==> src/hw/rtl/rmdq_delay.sv <==
`timescale 1ns / 1ps

module rmdq_delay #(
   parameter int WIDTH = 8,
   parameter int DEPTH = 2
) (
   input  logic             clock,
   input  logic [DEPTH-1:0] en,
   input  logic [WIDTH-1:0] din,
   output logic [WIDTH-1:0] dout
);

   logic [WIDTH-1:0] data_ff [DEPTH];

   for (genvar g = 0; g < DEPTH; g++) begin : g_tap
      if (g == 0) begin : g_first
         always_ff @(posedge clock) begin
            if (en[g]) begin
               data_ff[g] <= din;
            end
         end
      end else begin : g_next
         always_ff @(posedge clock) begin
            if (en[g]) begin
               data_ff[g] <= data_ff[g-1];
            end
         end
      end
   end

   assign dout = data_ff[DEPTH-1];

endmodule

==> config.mk <==
export PLATFORM = sky130hd
export DESIGN_NAME = rmdq_delay
export DESIGN_NICKNAME = d
export VERILOG_FILES = /design/src/hw/rtl/rmdq_delay.sv
export SDC_FILE = /design/constraint.sdc
export NUM_CORES = 1
export LEC_CHECK = 0
export BUFFER_PORTS_ARGS = -buffer_cell sky130_fd_sc_hd__buf_2
export CAP_MARGIN = 10
export CORE_UTILIZATION = 40
export DETAILED_ROUTE_END_ITERATION = 8
export PLACE_DENSITY = 0.74
export SYNTH_ARGS = -nofsm -noshare
export SYNTH_HDL_FRONTEND = slang
export SYNTH_SLANG_ARGS = --single-unit
==> constraint.sdc <==
create_clock -name clock -period 0.9 [get_ports clock]
set_clock_uncertainty 0.2 [all_clocks]
set_input_delay 0.135 -clock clock [delete_from_list [all_inputs] [get_ports clock]]
set_output_delay 0.135 -clock clock [all_outputs]
set_load 0.02 [all_outputs]
==> impl_results.md <==
* Status: complete, but fails checks
* Failing checks: negative hold slack, negative setup slack
* Die area at approximately 0.0015 mm²
* Power, Total at 1.34 mW
* Setup Viol. Count Final at 8
* Horiz. Die Dim at 38.8 µm
* Mapped Area at 541 µm²
* Top Metal Used: met4
* Inst Count DP at 48
* Die Y at 38.8 µm
* Max rail drop VDD at 0.919 mV
* WHS at -0.165 ns
* Largest net degree at the start of global routing at 10
* Type of origin of the critical path: flop
* Layout area overhead at 17.1%
* Clk sink count at 16
* Initial antenna violation count at 0
* RSZ-0062 raised after global routing: yes
* Reg area at just under 500 µm²
* # DRC at 0
* Starting Density at 0.456
* Placer congestion estimate at around 0.64
* DR pass1 iterations at 1
* Ant. Diodes at 0
* Nets@finish at 50
* Kind of critical path: reg2out
* CTS tree: yes
* Max-cap viol count at 0
* # H-tree levels at 1
* Fillcell total at roughly 110
* First-pass GRT wire length at 703 µm
* CTS Root Cell: clkbuf_4
* CTS Buf Count at 3
* Final hold violation count at 24
* Delay of the slowest critical-path stage at ~0.39 ns
* Tmin final at between 1 and 1.5 ns
* Pleak at between 0.2 and 0.25 nW
* Met1 Wirelength at roughly 180 µm
* Max Clk Rate at ~0.9 GHz
* Max-slew violation count at 0
* Clk buf depth at 2
* Grt ovf at 0
* Multi-input logic area at 0 µm²
* Register with the most flip-flops: data_ff
* Routed length per placed instance at around 9.3 µm
* P per Cell Area at between 2000 and 2500 mW/mm²
* Metal2 WL at between 200 and 250 µm
* Worst path cell trace: buf_6
* Vias in the first global route at about 180
* Post-route clock period utilization at 1.27
* Layout cells sized above 1 at 0.553
* Port bufs at 18
* Final Instance Count excl. Fillers at 52
* Distinct cells, synth at 2
* Required time of the worst setup path at roughly 0.56 ns
* CP max FO at 1
* Mapped Cells at 24
* Via count at between 200 and 250
* Syn_nets at 35
* Multi-In Gates at 0
* Final WL at 483 µm
* Worst skew pair latency at 0.27 ns
* DR iter-0 viols at 0
* Reg2Reg Setup Slack at around 0.06 ns
* Syn avg cell area at ~23 µm²
* IO Count at 19
* Global-route usage over all layers at 0.0746
* Post-synthesis sequential area ratio at 0.889
* CP endpoint kind: output pin
* Max reg flops at 16
* Core ar. at approximately 0.0012 mm²
* Row count at 12
* Worst setup margin at -0.241 ns
* WP buf/inv at 1
* Synthesis Warnings at 0
* Leading registers by flop count: data_ff x16
* Via density at 4.13
* Reg clk slew, reported paths at 0.08 ns
* Worst-Margin Slew at 0.169 ns
* Met3 wire length at roughly 66 µm
* Final core area utilization at 0.534
* Hold WC Path Type: in2reg
* Final ANT Viol Nets at 0
* Slew HR at 0.887
* Flops & latches, synth at 16
* Slowest CP cell: edfxtp_1
* Arr. time, crit path at 0.81 ns
* CP top delay family: flip-flops
==> path summary, 6_finish.rpt <==
check / startpoint / to / cells past startpoint
setup / recovery: data_ff[0][14]$_DFFE_PP_ / dout[6] / 1
hold / removal: din[1] / data_ff[0][1]$_DFFE_PP_ / 1
setup reg to reg: data_ff[0][6]$_DFFE_PP_ / data_ff[0][14]$_DFFE_PP_ / 0
hold reg to reg: data_ff[0][5]$_DFFE_PP_ / data_ff[0][13]$_DFFE_PP_ / 0
==> where the power goes <==
part / internal (mW) / switching (mW) / total [mW] / leakage (nW)
combinational: 0.0406 / 0.0531 / 0.0936 / 0.0772
sequential: 0.882 / 0.0135 / 0.896 / 0.157
clock: 0.160 / 0.190 / 0.350 / 0.0154
==> metrics by stage <==
step | area (µm²) | worst slack (ns) | TNS [ns]
after floorplan | 541 | 0.0746 | 0
after global placement | 588 | 0.0742 | 0
after detailed placement | 588 | 0.0493 | 0
after CTS | 614 | -0.258 | -1.94
after global routing | 633 | -0.292 | -2.13
final | 633 | -0.241 | -1.82
==> layer usage <==
metal | track usage | vias to the layer above
li1 | - | 109
met4 | 0.0776 | 0
met1 | 0.0902 | 87
met3 | 0.0173 | 2
met2 | 0.104 | 17
met5 | 0 | -
==> Yosys cell counts <==
| library cell | n | area [µm²] |
|---|---|---|
| buf_4 | 8 | 60.1 |
| edfxtp_1 | 16 | 480 |
==> what timing repair did <==
action	4_1_cts	5_1_grt
hold endpoints to repair	24	19
buffers inserted	0	0
setup endpoints to repair	8	8
gates resized for setup	0	6
gates cloned	0	0
==> placed cells by master (no fill, tap or decap) <==
cell type	netlist	layout
buf_6	0	3
edfxtp_1	16	16
buf_2	0	15
clkinv_1	0	1
clkbuf_4	0	3
==> final cells by class <==
class,count,share of cell area
clock buffer,3,0.0356
clock inverter,1,0.00593
sequential,16,0.759
tap,14,0.0277
timing repair buffer,18,0.172
==> kinds of logic after synthesis <==
logic type,after synthesis,share of synthesized area
buf+inv,8,0.111
flops,16,0.889
Note: power is estimated with default switching activity, not from simulation.
