### config.mk
export PLATFORM = sky130hd
export DESIGN_NAME = rmdq_pipe_ctrl
export DESIGN_NICKNAME = d
export VERILOG_FILES = /design/src/hw/rtl/rmdq_pipe_ctrl.sv
export SDC_FILE = /design/constraint.sdc
export NUM_CORES = 1
export LEC_CHECK = 0
export ABC_CLOCK_PERIOD_IN_PS = 1400
export BUFFER_PORTS_ARGS = -buffer_cell sky130_fd_sc_hd__buf_2
export CORE_AREA = 2 2 39 41
export CTS_BUF_LIST = sky130_fd_sc_hd__clkbuf_8 sky130_fd_sc_hd__clkbuf_16
export DETAILED_ROUTE_END_ITERATION = 8
export DIE_AREA = 0 0 41 43
export PLACE_DENSITY = 0.42
export SKIP_CTS_REPAIR_TIMING = 1
export SLEW_MARGIN = 5
export SYNTH_ARGS = -nofsm -noshare
export SYNTH_HDL_FRONTEND = slang
export SYNTH_SLANG_ARGS = --single-unit
### constraint.sdc
create_clock -name clock -period 1.4 [get_ports clock]
set_input_delay 0.07 -clock clock [delete_from_list [all_inputs] [get_ports clock]]
set_output_delay 0.07 -clock clock [all_outputs]
set_load 0.05 [all_outputs]
### src/hw/rtl/rmdq_pipe_ctrl.sv
`timescale 1ns / 1ps

module rmdq_pipe_ctrl #(
   parameter int DEPTH = 4
) (
   input  logic             clock,
   input  logic             reset,
   input  logic             in_valid,
   input  logic             out_ready,
   output logic             in_ready,
   output logic [DEPTH-1:0] en,
   output logic [DEPTH-1:0] valid
);

   logic [DEPTH-1:0] valid_ff;
   logic [DEPTH-1:0] valid_in;

   always_comb begin
      en[DEPTH-1] = !valid_ff[DEPTH-1] || out_ready;
      for (int k = DEPTH - 2; k >= 0; k--) begin
         en[k] = !valid_ff[k] || en[k+1];
      end
      valid_in[0] = en[0] ? in_valid : valid_ff[0];
      for (int k = 1; k < DEPTH; k++) begin
         valid_in[k] = en[k] ? valid_ff[k-1] : valid_ff[k];
      end
   end

   always_ff @(posedge clock) begin
      if (reset) begin
         valid_ff <= '0;
      end else begin
         valid_ff <= valid_in;
      end
   end

   assign in_ready = en[0];
   assign valid    = valid_ff;

endmodule

==> reports/metrics.cfg <==
[run_status]
status=completed

[power_and_ir_drop]
peakVddDrop_uv=728
p_per_area_mw_per_mm2=1320
p_leak_nw=0.159

[min_path]
min_from=in_valid
min_to=valid[0]$_SDFFE_PP0P_
hp-class=in2reg
hold_depth=3

[grt]
grtUsageMet3=0.0838
grt_max_degree=6
globalRouteOverflowTotal=0
grt_pass1_wl_um=496
grt_pass1_vias=116
grt.busiest_layer=met3
use_met2=0.0344
antenna_found_initial=0
grt.total_usage=0.0502
met1_usage=0.0641

[sta]
skew_ps=1.88
setup_viol=0
max_freq_ghz=0.817
hold_viol=0
finalCritPeriodShare=0.874
rsz0062_at_grt=no
worst_pin_slew_ps=254
drv_slew=0
period_needed_ps=1220
finalSetupTns_ps=0
relSlewSlack=0.832

[detailed_routing]
drtAntennaViolNets=0
vias=168
drt_wl_total_um=390
drc=0
drt_iter0_drc=4
via_per_inst=3.50
drtPass1Iterations=4
routedWlPerCell_um=8.13

[logic_synthesis]
synth_ff_type=dfxtp_1
netlist_area_um2=168
avgSynthCellArea_um2=9.86
synthArstFlopShare=0
synth_commonest_cells=dfxtp_1 (4), a21oi_1 (3), inv_1 (3)
yosysUniqueCellTypes=9
synth_edf_count=0
ys_warn_count=0
synth_top_area_frac=0.478
syn-num-nets=21
yosys.area.top_type=dfxtp_1
ys_seq_area_frac=0.478
yosysMostFrequentCell=dfxtp_1
ys_ff_latch=4
syn-instance-count=17
synth.area.top_cells=dfxtp_1 (48%), a21oi_1 (9.0%), nand4b_2 (9.0%)

[run]
cap_violations=0

[worst_setup_path]
reg2reg_depth=2
crit_path_start=valid[2]$_SDFFE_PP0P_
end_kind=output port
cp-start-kind=flop
r2r_slack_ps=640
crit_fanout=4
cp.arrival_ps=1150
reg2reg_from=valid[2]$_SDFFE_PP0P_
worstPathRequired_ps=1330
r2r-end=valid[0]$_SDFFE_PP0P_
crit_type=reg2out

[clock_tree]
cts_tree=yes
insertion_delay_ps=220
cts.sinks=4
htree_levels=1
numCtsBuffers=3
clk_pin_slew_ps=30
cts_root_buffer=clkbuf_8
clockBufferDepth=2

[die]
start_util=0.121
ios=13
row_count=14
die_area_mm2=0.00176
die_width_um=41
die_h_um=43
core-area_mm2=0.00138

[layout]
area_growth_syn_to_layout_pct=83.6
antenna_cells=0
largest_reg_flops=4
drive_above_1_share=0.656
nNetsFinal=37
final_cells=48
num-fill-cells=155

[place]
place.gp.congestion=0.607
hpwl_um=314
port_buffers=12
dp.cells=44

## worst max-delay path: stages (launching register included)
cell	delay (ps)
dfxtp_4	360
nand4b_4	130
or2_4	240
buf_2	210
## layer usage
metal | up-vias | routed length (µm)
met5 | - | 0
met3 | 0 | 71
li1 | 87 | -
met2 | 13 | 109
met1 | 68 | 209
met4 | 0 | 0
## worst max path at each step
stage	slack (ps)	cells past startpoint	to
CTS	160	3	in_ready
finish	180	3	in_ready
floorplan	7	3	en[0]
detailed placement	400	3	in_ready
global placement	400	3	in_ready
global route	120	3	in_ready
## cell usage in the layout (no fill, tap or decap)
| master | count |
|---|---|
| buf_2 | 12 |
| inv_1 | 4 |
| a21oi_1 | 3 |
| clkbuf_8 | 3 |
| dfxtp_4 | 3 |
| nand2b_1 | 2 |
| nand3b_1 | 1 |
| nand4b_4 | 1 |
| or2_4 | 1 |
| o31ai_2 | 1 |
| dfxtp_1 | 1 |
## power by group
group	switching, mW	internal (mW)
combinational	0.0251	0.0111
clock	0.0626	0.187
sequential	0.00439	0.115
total	0.0921	0.314
## cell families (layout without fill, tap and decap cells)
kind of cell	count (synthesis)	after routing	share of synthesized area
AOI/OAI and AO/OA	4	4	0.164
buffers and inverters	4	19	0.112
DFF	4	4	0.478
and+or+nand+nor	5	5	0.246
## layout make-up
class,count,area (µm²),area share
sequential,4,91.3,0.297
timing repair buffer,12,60.1,0.195
multi-input combinational,9,80.1,0.260
clock inverter,1,3.75,0.0122
inverter,3,11.3,0.0366
clock buffer,3,41.3,0.134
tap,16,20.0,0.0650
## per-stage QoR
stage / setup slack [ps] / instance area, µm² / hold WS (ps) / util / power (mW)
floorplan: 6.91 / 190 / 129 / - / 0.145
global placement: 398 / 263 / 300 / 0.190 / 0.158
detailed placement: 396 / 263 / 291 / 0.190 / 0.158
CTS: 159 / 308 / 63.9 / 0.222 / 0.418
global route: 123 / 308 / 67.8 / 0.222 / 0.430
finish: 176 / 308 / 73.4 / 0.222 / 0.406
No activity file was read; power rests on OpenSTA's default activity.
