<file path="src/hw/rtl/rmdq_pkg.sv">
`timescale 1ns / 1ps

package rmdq_pkg;

   localparam int ROT_W      = 16;
   localparam int TRANS_W    = 24;
   localparam int REQ_DATA_W = 9 * ROT_W + 3 * TRANS_W;
   localparam int RSP_DATA_W = 4 * ROT_W + 4 * TRANS_W;

   localparam int Q_W        = ROT_W + 2;
   localparam int P_W        = Q_W + TRANS_W + 2;
   localparam int N_W        = 2 * Q_W;
   localparam int H_W        = 5;
   localparam int M_W        = 62;
   localparam int ROOT_W     = M_W / 2;
   localparam int QUO_W      = ROOT_W + 2;

   localparam int SQRT_STEPS  = 2;
   localparam int SQRT_STAGES = (ROOT_W + SQRT_STEPS - 1) / SQRT_STEPS;
   localparam int DIV_STEPS   = 2;
   localparam int DIV_STAGES  = (QUO_W + DIV_STEPS - 1) / DIV_STEPS;

   localparam int SH_REAL = 48;
   localparam int SH_DUAL = 63;

   localparam logic signed [Q_W-1:0] ONE_Q14 = Q_W'(16384);

   typedef struct packed {
      logic [3:0][Q_W-1:0] q;
      logic [3:0][P_W-1:0] p;
      logic [H_W-1:0]      h;
      logic                deg;
   } side_type;

endpackage

</file>
<file path="src/hw/rtl/rmdq_isqrt.sv">
`timescale 1ns / 1ps

module rmdq_isqrt
   import rmdq_pkg::*;
(
   input  logic                   clock,
   input  logic [SQRT_STAGES-1:0] en,
   input  logic [M_W-1:0]         radicand,
   output logic [ROOT_W-1:0]      root
);

   localparam int REM_W = ROOT_W + 4;

   logic [REM_W-1:0]  rem_ff  [SQRT_STAGES];
   logic [ROOT_W-1:0] root_ff [SQRT_STAGES];
   logic [M_W-1:0]    rad_ff  [SQRT_STAGES];

   for (genvar g = 0; g < SQRT_STAGES; g++) begin : g_stage
      logic [REM_W-1:0]  rem_prev;
      logic [ROOT_W-1:0] root_prev;
      logic [M_W-1:0]    rad_prev;
      logic [REM_W-1:0]  rem_in;
      logic [ROOT_W-1:0] root_in;
      logic [M_W-1:0]    rad_in;
      logic [REM_W-1:0]  trial;

      if (g == 0) begin : g_first
         assign rem_prev  = '0;
         assign root_prev = '0;
         assign rad_prev  = radicand;
      end else begin : g_next
         assign rem_prev  = rem_ff[g-1];
         assign root_prev = root_ff[g-1];
         assign rad_prev  = rad_ff[g-1];
      end

      always_comb begin
         rem_in  = rem_prev;
         root_in = root_prev;
         rad_in  = rad_prev;
         trial   = '0;
         for (int j = 0; j < SQRT_STEPS; j++) begin
            if (g * SQRT_STEPS + j < ROOT_W) begin
               rem_in = {rem_in[REM_W-3:0], rad_in[M_W-1 -: 2]};
               rad_in = {rad_in[M_W-3:0], 2'b00};
               trial  = {2'b00, root_in, 2'b01};
               if (rem_in >= trial) begin
                  rem_in  = rem_in - trial;
                  root_in = {root_in[ROOT_W-2:0], 1'b1};
               end else begin
                  root_in = {root_in[ROOT_W-2:0], 1'b0};
               end
            end
         end
      end

      always_ff @(posedge clock) begin
         if (en[g]) begin
            rem_ff[g]  <= rem_in;
            root_ff[g] <= root_in;
            rad_ff[g]  <= rad_in;
         end
      end
   end

   assign root = root_ff[SQRT_STAGES-1];

endmodule

</file>
<file path="config.mk">
export PLATFORM = sky130hd
export DESIGN_NAME = rmdq_isqrt
export DESIGN_NICKNAME = d
export VERILOG_FILES = /design/src/hw/rtl/rmdq_pkg.sv /design/src/hw/rtl/rmdq_isqrt.sv
export SDC_FILE = /design/constraint.sdc
export NUM_CORES = 2
export LEC_CHECK = 0
export ABC_AREA = 1
export BUFFER_PORTS_ARGS = -buffer_cell sky130_fd_sc_hd__buf_2
export CAP_MARGIN = 0
export CORE_UTILIZATION = 39
export CTS_CLUSTER_SIZE = 24
export DETAILED_ROUTE_END_ITERATION = 16
export PLACE_DENSITY = 0.59
export SLEW_MARGIN = 0
export SYNTH_ARGS = -nofsm -noshare
export SYNTH_HDL_FRONTEND = slang
export SYNTH_SLANG_ARGS = --single-unit
</file>
<file path="constraint.sdc">
create_clock -name clock -period 4.3 [get_ports clock]
set_clock_uncertainty 0.05 [all_clocks]
set_input_delay 0.215 -clock clock [delete_from_list [all_inputs] [get_ports clock]]
set_output_delay 0.215 -clock clock [all_outputs]
set_load 0.03 [all_outputs]
</file>
==> summary.txt <==
Result of the run: finished with violations
Failing checks: negative setup slack
Slowest cell delay on critical path: 570 ps
Relative area change from synthesis to final layout: 53.8%
Power per cell area: 603 nW/um^2
Clock root buffer: clkbuf_16
Pre-CTS WS: -777 ps
Least-Margin Pin Slew: 1180 ps
Clock tree sinks: 1192
Routability Congestion: 1.05
Total number of nets in the final design: 15700
Final-layout setup total negative slack: -16000 ps
Vias in the first global route: 90000
Share of layout cells above drive strength 1: 0.382
Max stage delay cell, worst path: edfxtp_1
CP Max Fanout: 7
Count of final hold-check violations: 0
Most repeated library cell on the critical path: buf_12
Setup repair after global routing missed its margin: true
Highest-count cells in the layout ignoring fill and taps: buf_4, nand2_1, inv_1
Uppermost layer routed: met4
Setup CP Type: reg2reg
Detailed route wirelength on metal3: 23.2 mm
Largest net degree at the start of global routing: 74
Num CTS Buffers: 137
Antenna Nets Post-Route: 0
Initial DRC count: 7708
Fraction of registers with async set or reset after synthesis: 0
Port Buf Inserts: 109
GR Util All Layers: 0.299
Synthesized instance count: 11500
Height of the chip: 477 um
Average vias per placed instance: 5.18
Relative max-transition margin: 0.216
Number of max-cap violations: 0
Initial antenna violation count: 11
Most common cell after layout, fill and taps aside: buf_4
Leak Pwr: 61.3 nW
Number of synthesized register bits: 1192
Number of buffers between clock root and the deepest sink: 3
Max VDD drop: 0.414 mV
Total Die Area: 227000 sq um
Global route total overflow: 0
Total core area: 223000 sq um
WL met1: 156 mm
Sequential share of the synthesized area: 0.407
Post-synth design cell area: 87800 sq um
Final Worst Setup Slack: -287 ps
Final setup fails: 137
Worst-path clk slew: 70 ps
DRT Wirelength: 364 mm
Highest achievable clock rate: 218 MHz
Met2 layer wire length in the routed design: 168 mm
CTS H-tree lvls: 4
Cell Count, Final, Fillers Out: 18200
Global-route wire length before repair: 524 mm
Top-level port count: 110
Count of TritonRoute iterations in the first routing pass: 6
Crit path launch type: flip-flop
Starting utilization of the core area: 0.394
Worst-Skew Late Latency: 840 ps
Signal arrival time at the worst endpoint: 5120 ps
Critical path required time: 4830 ps
TritonCTS clock tree: yes
Final core occ: 0.606
Hold Path Class: in2reg
WL per Instance: 20.0 um
Estimated wirelength of the detail-placed design: 277 mm
Number of instances in the placed design: 17100
Count of different cell masters after synthesis: 73
Worst Setup End Kind: flip-flop
Site row count: 173
Final critical-path share of the clock period: 1.07
EDFF count, synth: 1192
Drt drc: 0
Average cell area after synthesis: 7.62 sq um
DIE WIDTH: 477 um
Vias post-DR: 94100
Min Tclk post-route: 4590 ps
Yosys warns: 0
Number of pins exceeding their max-slew limit in the final report: 0
Primary flip-flop cell chosen by synthesis mapping: edfxtp_1
==> report_power, final <==
group | internal, W | switching, W | total [W]
logic | 0.0242 | 0.0276 | 0.0517
clock network | 0.00688 | 0.00537 | 0.0123
registers | 0.0156 | 0.00184 | 0.0175
total | 0.0467 | 0.0348 | 0.0814
==> cells in the mapped netlist (38+ instances only) <==
cell      instances  area [sq um]
a31oi_1          40           250
ha_1            524          6560
o21bai_1         53           398
nand2_1        3261         12200
xor2_1          253          2220
inv_2            41           154
nand2_2          38           238
nor2_1         1255          4710
a21oi_1         612          3060
edfxtp_1       1192         35800
nand3_1         715          3580
nor2_2           40           250
a21oi_2          56           490
nand4_1         216          1350
xnor2_1         252          2210
inv_1          1619          6080
o21ai_0         545          2730
nor3_1          154           771
o21a_1           45           338
o21ai_1         119           596
nand3b_1         57           428
clkbuf_1         38           143
==> worst max-delay path, delay by kind of cell (launching register included) <==
family                   cells  cell delay [ps]
buffers and inverters       12             1190
AND/OR/NAND/NOR             11             1060
AO/OA/AOI/OAI                6              870
adder cells (fa/ha/maj)      2              580
flip-flops                   1              570
==> what timing repair did <==
action                                 4_1_cts  5_1_grt
hold buffers                                98        0
endpoints found under the hold margin      534        0
pin swaps                                  337      562
gates cloned                                44       18
resized for setup                         1427     1468
setup buffers                              386      274
setup endpoints to repair                  371      457
==> sequential cells by signal (all words and copies together), names as in the netlist <==
register  cells
rad_ff      450
rem_ff      471
root_ff     271
==> metrics by stage <==
stage | hold WS, ps | total power [W] | instance area [sq um]
floorplan | 264 | 0.0370 | 87900
global placement | 341 | 0.0571 | 112000
detailed placement | 343 | 0.0573 | 112000
CTS | 2.56 | 0.0749 | 127000
global route | 31.7 | 0.0860 | 135000
finish | 53.4 | 0.0814 | 135000
==> final timing paths <==
| path | start | endpoint | slack [ps] | depth (start not counted) |
|---|---|---|---|---|
| setup reg to reg | root_ff[1][63] | rem_ff[1][114] | -290 | 31 |
| hold / removal | en[11] | rem_ff[1][114] | 50 | 1 |
| hold reg to reg | rad_ff[0][230] | rad_ff[0][294] | 330 | 0 |
| setup / recovery | root_ff[1][63] | rem_ff[1][114] | -290 | 31 |
==> final cells by class <==
type,count,area (sq um)
timing repair inverter,2,16.3
timing repair buffer,3530,28700
clock buffer,151,3480
sequential,1192,35800
clock inverter,100,1270
fill,19300,87800
antenna,6,15.0
multi-input combinational,8544,55700
tap,2975,3720
inverter,1668,6470
==> cell families (layout without fill, tap and decap cells) <==
| group | count (synthesis) | count (layout) | synth area share |
|---|---|---|---|
| buf+inv | 1794 | 5451 | 0.0806 |
| other cells | 1 | 8 | 0.0000427 |
| xor+xnor | 508 | 508 | 0.0509 |
| fa+ha+maj | 524 | 524 | 0.0746 |
| flops | 1192 | 1192 | 0.407 |
| compound gates | 1586 | 1586 | 0.100 |
| simple gates | 5921 | 5924 | 0.286 |
==> metal layers <==
| metal | track usage | up-vias |
|---|---|---|
| met3 | 0.0406 | 756 |
| li1 | - | 45300 |
| met1 | 0.398 | 44800 |
| met2 | 0.489 | 3270 |
| met5 | 0 | - |
| met4 | 0.116 | 0 |
Note: power is estimated with default switching activity, not from simulation.
